--- src/rtl/rcw_pkg.sv ---
// Shared types, codes and helpers for the Reno congestion window block.
// No dependencies; every other file imports this package.
`timescale 1ns / 1ps

package rcw_pkg;

   localparam int WORD_BITS = 32;
   localparam int MSS_BITS  = 16;
   localparam int CNT_BITS  = 8;
   localparam int CSR_BITS  = 1;

   localparam logic [1:0] PHASE_SLOW_START = 2'd0;
   localparam logic [1:0] PHASE_AVOIDANCE  = 2'd1;
   localparam logic [1:0] PHASE_RECOVERY   = 2'd2;

   localparam logic CMD_ACK     = 1'b0;
   localparam logic CMD_TIMEOUT = 1'b1;

   localparam logic [CSR_BITS-1:0] CSR_SEGMENT_SIZE      = 1'b0;
   localparam logic [CSR_BITS-1:0] CSR_INITIAL_THRESHOLD = 1'b1;

   localparam logic [MSS_BITS-1:0]  MSS_RESET = 16'd1024;
   localparam logic [WORD_BITS-1:0] THR_RESET = 32'd65535;
   localparam logic [CNT_BITS-1:0]  DUP_MAX   = 8'd255;
   localparam logic [CNT_BITS-1:0]  DUP_FAST  = 8'd3;

   typedef struct packed {
      logic take_input;
      logic load_mul;
      logic start_div;
      logic commit;
   } rcw_cmd_type;

   typedef struct packed {
      logic needs_div;
      logic div_done;
      logic out_free;
   } rcw_status_type;

   function automatic logic [WORD_BITS-1:0] sat_add(input logic [WORD_BITS-1:0] a,
                                                    input logic [WORD_BITS-1:0] b);
      logic [WORD_BITS:0] s;
      s = {1'b0, a} + {1'b0, b};
      return s[WORD_BITS] ? {WORD_BITS{1'b1}} : s[WORD_BITS-1:0];
   endfunction

endpackage

--- src/rtl/rcw_ifs.sv ---
// Valid/ready channel interfaces for request and response beats.
// Depends on rcw_pkg for field widths.
`timescale 1ns / 1ps

interface rcw_req_if import rcw_pkg::*; ();
   logic                 valid;
   logic                 ready;
   logic                 command;
   logic [WORD_BITS-1:0] ack_number;

   modport source (output valid, command, ack_number, input ready);
   modport sink   (input valid, command, ack_number, output ready);
endinterface

interface rcw_rsp_if import rcw_pkg::*; ();
   logic                 valid;
   logic                 ready;
   logic [WORD_BITS-1:0] window;
   logic [WORD_BITS-1:0] threshold;
   logic [1:0]           phase;
   logic                 resend_request;
   logic                 ack_needed;

   modport source (output valid, window, threshold, phase, resend_request, ack_needed,
                   input ready);
   modport sink   (input valid, window, threshold, phase, resend_request, ack_needed,
                   output ready);
endinterface

--- src/rtl/rcw_divider.sv ---
// Restoring 32-bit divider, one quotient bit per cycle.
// Depends on rcw_pkg.
`timescale 1ns / 1ps

module rcw_divider import rcw_pkg::*; (
   input  logic                 clock,
   input  logic                 reset,
   input  logic                 start,
   input  logic [WORD_BITS-1:0] dividend,
   input  logic [WORD_BITS-1:0] divisor,
   output logic [WORD_BITS-1:0] quotient,
   output logic                 done
);

   localparam int STEP_BITS = $clog2(WORD_BITS);

   logic [WORD_BITS-1:0] rem_ff, rem_in;
   logic [WORD_BITS-1:0] quo_ff, quo_in;
   logic [WORD_BITS-1:0] div_ff, div_in;
   logic [STEP_BITS-1:0] step_ff, step_in;
   logic                 busy_ff, busy_in;
   logic                 done_ff, done_in;
   logic [WORD_BITS:0]   trial;
   logic                 fits;

   assign trial = {rem_ff, quo_ff[WORD_BITS-1]};
   assign fits  = trial >= {1'b0, div_ff};

   always_comb begin
      rem_in  = rem_ff;
      quo_in  = quo_ff;
      div_in  = div_ff;
      step_in = step_ff;
      busy_in = busy_ff;
      done_in = done_ff;
      if (start) begin
         rem_in  = '0;
         quo_in  = dividend;
         div_in  = divisor;
         step_in = '0;
         busy_in = 1'b1;
         done_in = 1'b0;
      end else if (busy_ff) begin
         rem_in  = fits ? WORD_BITS'(trial - {1'b0, div_ff}) : trial[WORD_BITS-1:0];
         quo_in  = {quo_ff[WORD_BITS-2:0], fits};
         step_in = step_ff + 1'b1;
         if (step_ff == STEP_BITS'(WORD_BITS - 1)) begin
            busy_in = 1'b0;
            done_in = 1'b1;
         end
      end
   end

   always_ff @(posedge clock) begin
      if (reset) begin
         busy_ff <= 1'b0;
         done_ff <= 1'b0;
         step_ff <= '0;
      end else begin
         busy_ff <= busy_in;
         done_ff <= done_in;
         step_ff <= step_in;
      end
      rem_ff <= rem_in;
      quo_ff <= quo_in;
      div_ff <= div_in;
   end

   assign quotient = quo_ff;
   assign done     = done_ff;

endmodule

--- src/rtl/rcw_ctrl.sv ---
// Sequencer for one event: accept, decide, optional divide, commit.
// Depends on rcw_pkg for command and status structs.
`timescale 1ns / 1ps

module rcw_ctrl import rcw_pkg::*; (
   input  logic           clock,
   input  logic           reset,
   input  logic           req_valid,
   output logic           req_ready,
   input  rcw_status_type status,
   output rcw_cmd_type    cmd
);

   typedef enum logic [4:0] {
      ST_IDLE   = 5'b00001,
      ST_DECIDE = 5'b00010,
      ST_START  = 5'b00100,
      ST_DIV    = 5'b01000,
      ST_COMMIT = 5'b10000
   } state_type;

   state_type state_ff, state_in;

   always_comb begin
      state_in = state_ff;
      cmd      = '0;
      unique case (state_ff)
         ST_IDLE: begin
            cmd.take_input = req_valid;
            if (req_valid) state_in = ST_DECIDE;
         end
         ST_DECIDE: begin
            cmd.load_mul = status.needs_div;
            state_in     = status.needs_div ? ST_START : ST_COMMIT;
         end
         ST_START: begin
            cmd.start_div = 1'b1;
            state_in      = ST_DIV;
         end
         ST_DIV: begin
            if (status.div_done) state_in = ST_COMMIT;
         end
         ST_COMMIT: begin
            cmd.commit = status.out_free;
            if (status.out_free) state_in = ST_IDLE;
         end
         default: state_in = ST_IDLE;
      endcase
   end

   always_ff @(posedge clock) begin
      if (reset) begin
         state_ff <= ST_IDLE;
      end else begin
         state_ff <= state_in;
      end
   end

   assign req_ready = (state_ff == ST_IDLE);

endmodule

--- src/rtl/rcw_datapath.sv ---
// Window state, segment size register, growth arithmetic and response register.
// Depends on rcw_pkg and rcw_divider.
`timescale 1ns / 1ps

module rcw_datapath import rcw_pkg::*; #(
   parameter int ACK_BITS = 16
) (
   input  logic                 clock,
   input  logic                 reset,
   input  rcw_cmd_type          cmd,
   output rcw_status_type       status,
   input  logic                 csr_write_en,
   input  logic [CSR_BITS-1:0]  csr_index,
   input  logic [WORD_BITS-1:0] csr_write_data,
   input  logic                 req_command,
   input  logic [WORD_BITS-1:0] req_ack_number,
   output logic                 rsp_valid,
   input  logic                 rsp_ready,
   output logic [WORD_BITS-1:0] rsp_window,
   output logic [WORD_BITS-1:0] rsp_threshold,
   output logic [1:0]           rsp_phase,
   output logic                 rsp_resend_request,
   output logic                 rsp_ack_needed
);

   logic [MSS_BITS-1:0]  mss_ff;
   logic [WORD_BITS-1:0] win_ff, win_in;
   logic [WORD_BITS-1:0] thr_ff, thr_in;
   logic [1:0]           phase_ff, phase_in;
   logic [CNT_BITS-1:0]  dup_ff, dup_in;
   logic [ACK_BITS-1:0]  last_ack_ff, last_ack_in;
   logic                 cmd_ff;
   logic [ACK_BITS-1:0]  ack_ff;
   logic [WORD_BITS-1:0] prod_ff;
   logic                 out_valid_ff;
   logic [WORD_BITS-1:0] out_win_ff, out_thr_ff;
   logic [1:0]           out_phase_ff;
   logic                 out_resend_ff, out_acked_ff;

   logic                 is_dup;
   logic [CNT_BITS-1:0]  dup_inc;
   logic                 fast_rtx;
   logic                 resend, acked;
   logic [WORD_BITS-1:0] mss_word, mss_x3;
   logic [WORD_BITS-1:0] add_base, add_inc, sum;
   logic [WORD_BITS-1:0] divisor, quotient;
   logic                 div_done;

   always_ff @(posedge clock) begin
      if (reset) begin
         mss_ff <= MSS_RESET;
      end else if (csr_write_en) begin
         case (csr_index)
            CSR_SEGMENT_SIZE: mss_ff <= csr_write_data[MSS_BITS-1:0];
            default: ;
         endcase
      end
   end

   always_ff @(posedge clock) begin
      if (cmd.take_input) begin
         cmd_ff <= req_command;
         ack_ff <= req_ack_number[ACK_BITS-1:0];
      end
      if (cmd.load_mul) begin
         prod_ff <= mss_word * mss_word;
      end
   end

   assign divisor = (win_ff == '0) ? WORD_BITS'(1) : win_ff;

   rcw_divider u_divider (
      .clock    (clock),
      .reset    (reset),
      .start    (cmd.start_div),
      .dividend (prod_ff),
      .divisor  (divisor),
      .quotient (quotient),
      .done     (div_done)
   );

   assign is_dup   = (ack_ff == last_ack_ff);
   assign dup_inc  = (dup_ff < DUP_MAX) ? dup_ff + 1'b1 : dup_ff;
   assign fast_rtx = (cmd_ff == CMD_ACK) && is_dup && (dup_inc == DUP_FAST);
   assign mss_word = {{(WORD_BITS-MSS_BITS){1'b0}}, mss_ff};
   assign mss_x3   = (mss_word << 1) + mss_word;

   always_comb begin
      add_base = fast_rtx ? (win_ff >> 1) : win_ff;
      if (fast_rtx) begin
         add_inc = mss_x3;
      end else if (!is_dup && phase_ff == PHASE_AVOIDANCE) begin
         add_inc = quotient;
      end else begin
         add_inc = mss_word;
      end
   end

   assign sum = sat_add(add_base, add_inc);

   always_comb begin
      win_in      = win_ff;
      thr_in      = thr_ff;
      phase_in    = phase_ff;
      dup_in      = dup_ff;
      last_ack_in = last_ack_ff;
      resend      = 1'b0;
      acked       = 1'b0;
      if (cmd_ff == CMD_TIMEOUT) begin
         thr_in   = (win_ff >> 1) + 1'b1;
         win_in   = mss_word;
         phase_in = PHASE_SLOW_START;
         dup_in   = '0;
      end else if (is_dup) begin
         dup_in = dup_inc;
         if (fast_rtx) begin
            phase_in = PHASE_RECOVERY;
            thr_in   = win_ff >> 1;
            win_in   = sum;
            resend   = 1'b1;
         end else if (dup_inc > DUP_FAST) begin
            win_in = sum;
         end
      end else begin
         dup_in      = '0;
         last_ack_in = ack_ff;
         acked       = 1'b1;
         win_in      = sum;
         if (phase_ff == PHASE_SLOW_START) begin
            if (sum >= thr_ff) phase_in = PHASE_AVOIDANCE;
         end else begin
            phase_in = PHASE_AVOIDANCE;
         end
      end
   end

   always_ff @(posedge clock) begin
      if (reset) begin
         win_ff       <= {{(WORD_BITS-MSS_BITS){1'b0}}, MSS_RESET};
         thr_ff       <= THR_RESET;
         phase_ff     <= PHASE_SLOW_START;
         dup_ff       <= '0;
         last_ack_ff  <= '0;
         out_valid_ff <= 1'b0;
      end else begin
         if (cmd.commit) begin
            win_ff      <= win_in;
            thr_ff      <= thr_in;
            phase_ff    <= phase_in;
            dup_ff      <= dup_in;
            last_ack_ff <= last_ack_in;
         end
         if (cmd.commit) begin
            out_valid_ff <= 1'b1;
         end else if (rsp_ready) begin
            out_valid_ff <= 1'b0;
         end
      end
   end

   always_ff @(posedge clock) begin
      if (cmd.commit) begin
         out_win_ff    <= win_in;
         out_thr_ff    <= thr_in;
         out_phase_ff  <= phase_in;
         out_resend_ff <= resend;
         out_acked_ff  <= acked;
      end
   end

   assign status.needs_div = (cmd_ff == CMD_ACK) && !is_dup && (phase_ff == PHASE_AVOIDANCE);
   assign status.div_done  = div_done;
   assign status.out_free  = !out_valid_ff || rsp_ready;

   assign rsp_valid          = out_valid_ff;
   assign rsp_window         = out_win_ff;
   assign rsp_threshold      = out_thr_ff;
   assign rsp_phase          = out_phase_ff;
   assign rsp_resend_request = out_resend_ff;
   assign rsp_ack_needed     = out_acked_ff;

endmodule

--- src/rtl/reno_congestion_window.sv ---
// Reno congestion window keeper: top level joining sequencer and datapath.
// Depends on rcw_pkg, rcw_ifs, rcw_ctrl and rcw_datapath.
//
// Each request beat is an ack (command 0) or a retransmission timeout
// (command 1) and yields exactly one response beat with the updated window,
// threshold and phase. One event is handled at a time: a timeout, a duplicate
// ack, or a new ack outside congestion avoidance goes from accept through a
// decide state to commit; a new ack in congestion avoidance also starts and
// waits on the one-bit-per-cycle 32-bit divider that forms mss*mss/window. The
// response sits in an output register, so a new request is taken while it
// waits; that next event stalls in its commit state until the waiting response
// beat is taken.
// segment_size is taken from the CSR port at index 0; initial_threshold
// writes are accepted and have no effect after reset.
`timescale 1ns / 1ps

module reno_congestion_window import rcw_pkg::*; #(
   parameter int ACK_BITS = 16
) (
   input  logic                 clock,
   input  logic                 reset,
   rcw_req_if.sink              req_chan,
   rcw_rsp_if.source            rsp_chan,
   input  logic                 csr_write_en,
   input  logic [CSR_BITS-1:0]  csr_index,
   input  logic [WORD_BITS-1:0] csr_write_data
);

   rcw_cmd_type    cmd;
   rcw_status_type status;

   rcw_ctrl u_ctrl (
      .clock     (clock),
      .reset     (reset),
      .req_valid (req_chan.valid),
      .req_ready (req_chan.ready),
      .status    (status),
      .cmd       (cmd)
   );

   rcw_datapath #(
      .ACK_BITS (ACK_BITS)
   ) u_datapath (
      .clock              (clock),
      .reset              (reset),
      .cmd                (cmd),
      .status             (status),
      .csr_write_en       (csr_write_en),
      .csr_index          (csr_index),
      .csr_write_data     (csr_write_data),
      .req_command        (req_chan.command),
      .req_ack_number     (req_chan.ack_number),
      .rsp_valid          (rsp_chan.valid),
      .rsp_ready          (rsp_chan.ready),
      .rsp_window         (rsp_chan.window),
      .rsp_threshold      (rsp_chan.threshold),
      .rsp_phase          (rsp_chan.phase),
      .rsp_resend_request (rsp_chan.resend_request),
      .rsp_ack_needed     (rsp_chan.ack_needed)
   );

endmodule

--- src/flat_wrapper.sv ---
// flat-port wrapper written by rule: the top's interface ports become plain ports
module reno_congestion_window_flat import rcw_pkg::*;
#(
   parameter int ACK_BITS = 16
)
  (clock, reset, csr_write_en, csr_index, csr_write_data, req_chan_valid, req_chan_command, req_chan_ack_number, req_chan_ready, rsp_chan_valid, rsp_chan_window, rsp_chan_threshold, rsp_chan_phase, rsp_chan_resend_request, rsp_chan_ack_needed, rsp_chan_ready);
  rcw_req_if req_chan_i ();
  rcw_rsp_if rsp_chan_i ();
  input  logic clock;
  input  logic reset;
  input  logic csr_write_en;
  input  logic [CSR_BITS-1:0] csr_index;
  input  logic [WORD_BITS-1:0] csr_write_data;
  input wire logic [$bits(req_chan_i.valid)-1:0] req_chan_valid;
  input wire logic [$bits(req_chan_i.command)-1:0] req_chan_command;
  input wire logic [$bits(req_chan_i.ack_number)-1:0] req_chan_ack_number;
  output wire logic [$bits(req_chan_i.ready)-1:0] req_chan_ready;
  output wire logic [$bits(rsp_chan_i.valid)-1:0] rsp_chan_valid;
  output wire logic [$bits(rsp_chan_i.window)-1:0] rsp_chan_window;
  output wire logic [$bits(rsp_chan_i.threshold)-1:0] rsp_chan_threshold;
  output wire logic [$bits(rsp_chan_i.phase)-1:0] rsp_chan_phase;
  output wire logic [$bits(rsp_chan_i.resend_request)-1:0] rsp_chan_resend_request;
  output wire logic [$bits(rsp_chan_i.ack_needed)-1:0] rsp_chan_ack_needed;
  input wire logic [$bits(rsp_chan_i.ready)-1:0] rsp_chan_ready;
  assign req_chan_i.valid = req_chan_valid;
  assign req_chan_i.command = req_chan_command;
  assign req_chan_i.ack_number = req_chan_ack_number;
  assign req_chan_ready = req_chan_i.ready;
  assign rsp_chan_valid = rsp_chan_i.valid;
  assign rsp_chan_window = rsp_chan_i.window;
  assign rsp_chan_threshold = rsp_chan_i.threshold;
  assign rsp_chan_phase = rsp_chan_i.phase;
  assign rsp_chan_resend_request = rsp_chan_i.resend_request;
  assign rsp_chan_ack_needed = rsp_chan_i.ack_needed;
  assign rsp_chan_i.ready = rsp_chan_ready;
  reno_congestion_window #(.ACK_BITS(ACK_BITS)) u_core (.clock(clock), .reset(reset), .req_chan(req_chan_i), .rsp_chan(rsp_chan_i), .csr_write_en(csr_write_en), .csr_index(csr_index), .csr_write_data(csr_write_data));
endmodule
--- config.mk ---
export PLATFORM = sky130hd
export DESIGN_NAME = reno_congestion_window_flat
export DESIGN_NICKNAME = d
export VERILOG_FILES = /design/src/rtl/rcw_pkg.sv /design/src/rtl/rcw_ifs.sv /design/src/rtl/rcw_divider.sv /design/src/rtl/rcw_ctrl.sv /design/src/rtl/rcw_datapath.sv /design/src/rtl/reno_congestion_window.sv /design/src/flat_wrapper.sv
export SDC_FILE = /design/constraint.sdc
export NUM_CORES = 1
export LEC_CHECK = 0
export BUFFER_PORTS_ARGS = -buffer_cell sky130_fd_sc_hd__clkbuf_2
export CAP_MARGIN = 20
export CORE_ASPECT_RATIO = 1.4
export CORE_MARGIN = 2
export CORE_UTILIZATION = 55
export CTS_CLUSTER_DIAMETER = 60
export DETAILED_ROUTE_END_ITERATION = 8
export GPL_ROUTABILITY_DRIVEN = 1
export GPL_TIMING_DRIVEN = 0
export PLACE_DENSITY = 0.8
export SYNTH_ARGS = -nofsm -noshare
export SYNTH_HDL_FRONTEND = slang
export SYNTH_SLANG_ARGS = --single-unit
--- constraint.sdc ---
create_clock -name clock -period 12.4 [get_ports clock]
set_input_delay 1.24 -clock clock [delete_from_list [all_inputs] [get_ports clock]]
set_output_delay 1.24 -clock clock [all_outputs]
set_load 0.1 [all_outputs]
==> results of run 1 <==
==> layout by cell type, fill, tap and decap left out, types with 25 or more instances in the layout <==
cell       instances
dfxtp_1          151
and3_1            25
ha_1             219
clkbuf_1         146
nor2_1           222
nor3_1            35
mux2i_1           41
nand3_1           34
nand4_1           30
inv_1            312
and2_1            65
xor2_1            36
fa_1             172
a211oi_1          27
buf_2             27
clkbuf_16         36
o21ai_0          154
a21o_1            65
a21oi_1          205
xnor2_1           70
edfxtp_1         180
clkbuf_2         108
nand2_1          415
==> state kept, by name (all words and copies together) (netlist names) <==
| register | count |
|---|---|
| u_core.u_datapath.rsp_ack_needed | 1 |
| u_core.u_datapath.win_ff | 32 |
| u_core.u_datapath.last_ack_ff | 16 |
| u_core.u_datapath.dup_ff | 8 |
| u_core.u_datapath.thr_ff | 32 |
| u_core.u_datapath.rsp_phase | 2 |
| u_core.u_datapath.u_divider.step_ff | 5 |
| u_core.u_datapath.u_divider.done | 1 |
| u_core.u_datapath.rsp_resend_request | 1 |
| u_core.u_datapath.rsp_threshold | 32 |
| u_core.u_datapath.rsp_valid | 1 |
| u_core.u_datapath.ack_ff | 16 |
| u_core.u_datapath.u_divider.busy_ff | 1 |
| u_core.u_datapath.u_divider.quotient | 32 |
| u_core.u_datapath.phase_ff | 2 |
| u_core.u_datapath.mss_ff | 16 |
| u_core.u_datapath.u_divider.div_ff | 32 |
| u_core.u_datapath.prod_ff | 31 |
| u_core.u_datapath.rsp_window | 32 |
| u_core.u_datapath.cmd_ff | 1 |
| u_core.u_ctrl.state_ff | 5 |
| u_core.u_datapath.u_divider.rem_ff | 32 |
==> per-stage QoR <==
step / cell area [µm²] / hold WS (ps) / cells
3_3_place_gp: 27900 / 445 / 3718
3_5_place_dp: 27900 / 459 / 3719
4_1_cts: 29000 / 474 / 3780
5_1_grt: 29100 / 498 / 3781
2_1_floorplan: 26500 / 436 / 2980
6_report: 29100 / 473 / 3781
==> layout make-up <==
cell class              count  area (µm²)
fillers                  4090       18700
multi-input cells        2151       16200
flip-flops and latches    331        8430
inverters                 318        1190
clock buffers              47         992
well taps                 630         788
plain buffers             180         751
repair buffers            110         588
clock inverters            14         160
==> path summary, 6_finish.rpt <==
check                                                                    startpoint                                                  end  depth (start not counted)
worst max-delay path                         u_core.u_datapath.ack_ff[12]$_DFFE_PP_             u_core.u_datapath.rsp_phase[0]$_DFFE_PP_                         31
worst min-delay path            u_core.u_datapath.u_divider.rem_ff[28]$_SDFFE_PP0P_  u_core.u_datapath.u_divider.rem_ff[28]$_SDFFE_PP0P_                          2
worst max register to register               u_core.u_datapath.ack_ff[12]$_DFFE_PP_             u_core.u_datapath.rsp_phase[0]$_DFFE_PP_                         31
worst min register to register  u_core.u_datapath.u_divider.rem_ff[28]$_SDFFE_PP0P_  u_core.u_datapath.u_divider.rem_ff[28]$_SDFFE_PP0P_                          2
==> critical path: cells and delay by family, from the launching register on <==
kind                     cells  cell delay, ps
AND/OR/NAND/NOR              7            1630
XOR/XNOR                     1             210
buffers and inverters        7            1540
flip-flops                   1             420
AO/OA/AOI/OAI               14            3880
adder cells (fa/ha/maj)      2             810
==> metal layers <==
metal | GRT usage | vias to the layer above | wire length [µm]
met5 | 0 | - | 0
met4 | 0.295 | 0 | 8680
met3 | 0.0493 | 429 | 6060
met2 | 0.604 | 1199 | 42300
met1 | 0.375 | 11200 | 30200
li1 | - | 10500 | -
==> Yosys cell counts (36+ instances only) <==
cell type,number
a21oi_1,205
fa_1,172
xnor2_1,70
ha_1,219
nor2_1,223
mux2i_1,41
xor2_1,36
inv_1,312
dfxtp_1,151
nand2_1,415
edfxtp_1,180
a21o_1,65
clkbuf_1,141
o21ai_0,154
and2_1,65
==> report_power, final <==
| group | total (mW) | switching [mW] | internal, mW |
|---|---|---|---|
| Combinational | 0.865 | 0.598 | 0.268 |
| Clock | 1.07 | 0.464 | 0.610 |
| Sequential | 1.29 | 0.0528 | 1.24 |
==> cells by family after synthesis <==
logic type,Yosys count,share of synthesized area
compound gates,684,0.167
xor+xnor,106,0.0350
fa+ha+maj,391,0.233
buf+inv,498,0.0731
flops,331,0.318
mux,43,0.0163
simple gates,927,0.157
==> results.py, run 1 <==
metrics = {
    "flow_run": {
        "cap_violations": 0,
    },
    "global_routing": {
        "gr-total-overflow": 0,
        "grt_antenna_before_repair": 0,
        "grt_use_total": 0.349,
        "grt_max_degree": 43,
        "grt_pass1_vias": 23800,
        "grt_pass1_wl_mm": 133,
    },
    "clock_tree": {
        "cts_setup_buffers": 0,
        "h-tree-depth": 2,
        "path_clk_slew_ps": 60,
        "cts_tree": "yes",
        "clock_latency_ps": 550,
        "postCtsHoldBufs": 0,
        "cts-root-buf": "clkbuf_16",
        "clock_path_buffers": 3,
        "post_cts_resized": 0,
        "cts_num_sinks": 331,
        "numCtsBuffers": 35,
    },
    "sta": {
        "tns_ps": 0,
        "skew_ps": 30.9,
        "setup_slack_ps": 3610,
        "slew_viol_final": 0,
        "slew_headroom": 0.314,
        "grt_setup_unrepaired": "false",
        "period_share": 0.709,
        "setup_viol_count_final": 0,
        "fmax_mhz": 114,
        "min_period_ps": 8790,
        "hold_viol_final": 0,
        "worstMarginPinSlew_ps": 1030,
    },
    "routing": {
        "vias_per_cell": 6.16,
        "antenna_left": 0,
        "drt_iter0_markers": 2118,
        "drt-total-wl_mm": 87.2,
        "drc": 0,
        "detail_route.wl_per_cell_um": 23.1,
        "vias": 23300,
        "dr.pass1.iters": 6,
    },
    "die": {
        "die_y_um": 264,
        "start_util": 0.555,
        "boundaryPins": 141,
        "die_w_um": 190,
        "core-area_um2": 47800,
        "dieArea_um2": 50000,
        "placementRows": 95,
    },
    "final_layout": {
        "antenna_cells": 0,
        "utilization": 0.608,
        "syn_to_final_growth_pct": 9.58,
        "layout-drive-gt1-share": 0.0749,
        "nets": 3589,
    },
    "critical_path": {
        "critPathMaxFanout": 10,
        "cp.arrival_ps": 9070,
        "critPathSlowestCell": "a221oi_1",
        "critPathMaxStageDelay_ps": 720,
        "start_kind": "register",
        "crit_type": "reg -> reg",
        "end_kind": "register",
        "r2r_slack_ps": 3610,
        "required_ps": 12680,
    },
    "logic_synthesis": {
        "synthTopCellsByArea": "edfxtp_1 (20%), fa_1 (13%), dfxtp_1 (11%)",
        "synth_top_area_cell": "edfxtp_1",
        "ys_seq_elements": 331,
        "yosys_warnings": 0,
        "synthesis.area_um2": 26500,
        "syn_nets": 3442,
        "ys_async_sr_fraction": 0,
        "syn-instance-count": 2980,
        "synth_ff_type": "edfxtp_1",
        "synth_area_per_cell_um2": 8.90,
        "synth_top_area_frac": 0.204,
        "synth_cell_type_count": 86,
        "seq_area_frac_synth": 0.318,
        "synth_edf_count": 180,
    },
    "place": {
        "dp_slack_ps": 3800,
        "place_congestion": 1.01,
        "portBuffers": 108,
        "dpl.hpwl_mm": 68.4,
    },
    "outcome": {
        "status": "complete, no violations",
    },
    "pwr": {
        "p_leak_nw": 13.8,
        "total_power_mw": 3.23,
        "p_per_area_nw_per_um2": 111,
        "peakVddDrop_mv": 0.157,
    },
    "min_path": {
        "hold_path_class": "reg -> reg",
    },
}
(Power assumes the default switching activity.)
==> run 2, diff against run 1 <==
==> constraint.sdc (replaced) <==
create_clock -name clock -period 8.4 [get_ports clock]
set_input_delay 0.84 -clock clock [delete_from_list [all_inputs] [get_ports clock]]
set_output_delay 0.84 -clock clock [all_outputs]
set_load 0.1 [all_outputs]
==> run 2 against run 1 <==
Net effect: count of clock-buffer cells in the layout unchanged; utilization up 0.17 points; sequential share of layout area down 0.080 points; maximum frequency up 8.5%; first-iteration DRC count down 3.2%; sequential cell count unchanged; clock skew down 1.1 ps; non-clock buffer count up 8; die area unchanged; setup slack worse by 3300 ps; clock power up 48%; critical path depth unchanged; critical endpoint unchanged; largest power group unchanged; highest routed layer unchanged.
==> results.py, run 2 (same netlist as run 1, synthesis figures left out) <==
metrics = {
    "sta": {
        "period_share": 0.965,
        "worstMarginPinSlew_ps": 1040,
        "setup_viol_count_final": 0,
        "setup_slack_ps": 295,
        "grt_setup_unrepaired": "false",
        "skew_ps": 29.8,
        "hold_viol_final": 0,
        "fmax_mhz": 123,
        "tns_ps": 0,
        "whs_ps": 462,
        "min_period_ps": 8110,
        "slew_headroom": 0.306,
        "slew_viol_final": 0,
    },
    "critical_path": {
        "critPathMaxFanout": 10,
        "critPathBufInv": 4,
        "path_common_cell": "a21o_1",
        "crit_type": "reg -> reg",
        "start_kind": "register",
        "required_ps": 8680,
        "crit_family": "compound AO/OA/AOI/OAI gates",
        "cp.arrival_ps": 8380,
        "critPathMaxStageDelay_ps": 470,
        "end_kind": "register",
        "critPathSlowestCell": "a21oi_1",
    },
    "clock_tree": {
        "cts_num_sinks": 331,
        "h-tree-depth": 2,
        "clock_latency_ps": 550,
        "path_clk_slew_ps": 60,
        "cts_tree": "yes",
        "cts-root-buf": "clkbuf_16",
        "numCtsBuffers": 35,
        "postCtsHoldBufs": 0,
        "clock_path_buffers": 3,
    },
    "global_routing": {
        "grt_pass1_vias": 23800,
        "grt_antenna_before_repair": 0,
        "gr-total-overflow": 0,
        "grt_pass1_wl_mm": 133,
        "grt_use_total": 0.349,
        "grt_max_degree": 43,
    },
    "pwr": {
        "seq_power_share": 0.400,
        "total_power_mw": 4.77,
        "p_clk_frac": 0.332,
        "p_per_area_nw_per_um2": 164,
        "p_leak_nw": 13.8,
        "switching_share": 0.344,
        "internal_power_mw": 3.13,
        "combPwrFrac": 0.268,
        "switchingPower_mw": 1.64,
        "peakVddDrop_mv": 0.231,
    },
    "die": {
        "boundaryPins": 141,
        "placementRows": 95,
        "start_util": 0.555,
        "die_y_um": 264,
        "dieArea_um2": 50000,
        "core-area_um2": 47800,
        "die_w_um": 190,
    },
    "routing": {
        "vias": 23400,
        "drt-total-wl_mm": 87.3,
        "drt_iter0_markers": 2050,
        "dr.pass1.iters": 6,
        "detail_route.wl_per_cell_um": 23.0,
        "antenna_left": 0,
        "drc": 0,
        "vias_per_cell": 6.16,
    },
    "final_layout": {
        "final_cell_mix": "nand2_1 (415), inv_1 (312), nor2_1 (222)",
        "antenna_cells": 0,
        "final_area_um2": 29100,
        "syn_to_final_growth_pct": 9.88,
        "final_common_cell": "nand2_1",
        "nets": 3597,
        "layout-drive-gt1-share": 0.0798,
    },
    "place": {
        "dp_slack_ps": -203,
        "place_congestion": 1.01,
        "dpl-instance-area_um2": 27900,
        "portBuffers": 108,
        "dpl.hpwl_mm": 68.4,
    },
    "outcome": {
        "status": "complete, no violations",
    },
    "flow_run": {
        "cap_violations": 0,
    },
    "min_path": {
        "hold_path_class": "in -> reg",
    },
}
[run 2: cell types whose count changed in the layout (fill, tap and decap cells not counted)]
cell / previous run / this run
a221oi_2: 2 / 3
clkinvlp_4: 1 / 3
clkbuf_1: 146 / 141
clkbuf_2: 108 / 113
a221oi_1: 8 / 7
buf_4: 2 / 10
clkinv_1: 5 / 3
[run 2: layout make-up]
class                      count  area (µm²)
clock buffer                  47         992
inverter                     318        1200
sequential                   331        8430
timing repair buffer         118         648
buffer                       180         757
fill                        4086       18600
multi-input combinational   2151       16200
tap                          630         788
clock inverter                14         160
[run 2: power by group through the flow]
| stage | registers [mW] | clock network (mW) | logic, mW |
|---|---|---|---|
| floorplan | 2.05 | 0 | 0.782 |
| global placement | 1.93 | 0 | 1.22 |
| detailed placement | 1.94 | 0 | 1.25 |
| CTS | 1.90 | 1.59 | 1.26 |
| global route | 1.91 | 1.64 | 1.38 |
| finish | 1.91 | 1.58 | 1.28 |
[run 2: worst paths after layout]
path	cells past startpoint	start	end	slack, ps
worst max-delay path	31	u_core.u_datapath.dup_ff[0]$_SDFFE_PP0P_	u_core.u_datapath.rsp_phase[0]$_DFFE_PP_	290
worst min-delay path	1	req_chan_ack_number[10]	u_core.u_datapath.ack_ff[10]$_DFFE_PP_	460
worst max register to register	31	u_core.u_datapath.dup_ff[0]$_SDFFE_PP0P_	u_core.u_datapath.rsp_phase[0]$_DFFE_PP_	290
worst min register to register	2	u_core.u_datapath.u_divider.rem_ff[28]$_SDFFE_PP0P_	u_core.u_datapath.u_divider.rem_ff[28]$_SDFFE_PP0P_	470
[run 2: what timing repair did]
| action | in CTS | in global routing |
|---|---|---|
| pin swaps | 1 | 2 |
| setup endpoints to repair | 2 | 4 |
| gates resized for setup | 1 | 12 |
| buffers inserted | 0 | 8 |
[run 2: metrics by stage]
stage | cells | utilization
2_1_floorplan | 2980 | -
3_3_place_gp | 3718 | 0.583
3_5_place_dp | 3719 | 0.584
4_1_cts | 3780 | 0.608
5_1_grt | 3789 | 0.610
6_report | 3789 | 0.610
[run 2: per-layer routing]
metal  global-route usage  vias up  wire, µm  share of wire
met1                0.375    11200     29900           0.34
li1                     -    10500         -              -
met3               0.0493      438      6320          0.072
met2                0.604     1216     42100           0.48
met4                0.296        0      9000           0.10
met5                    0        -         0              0
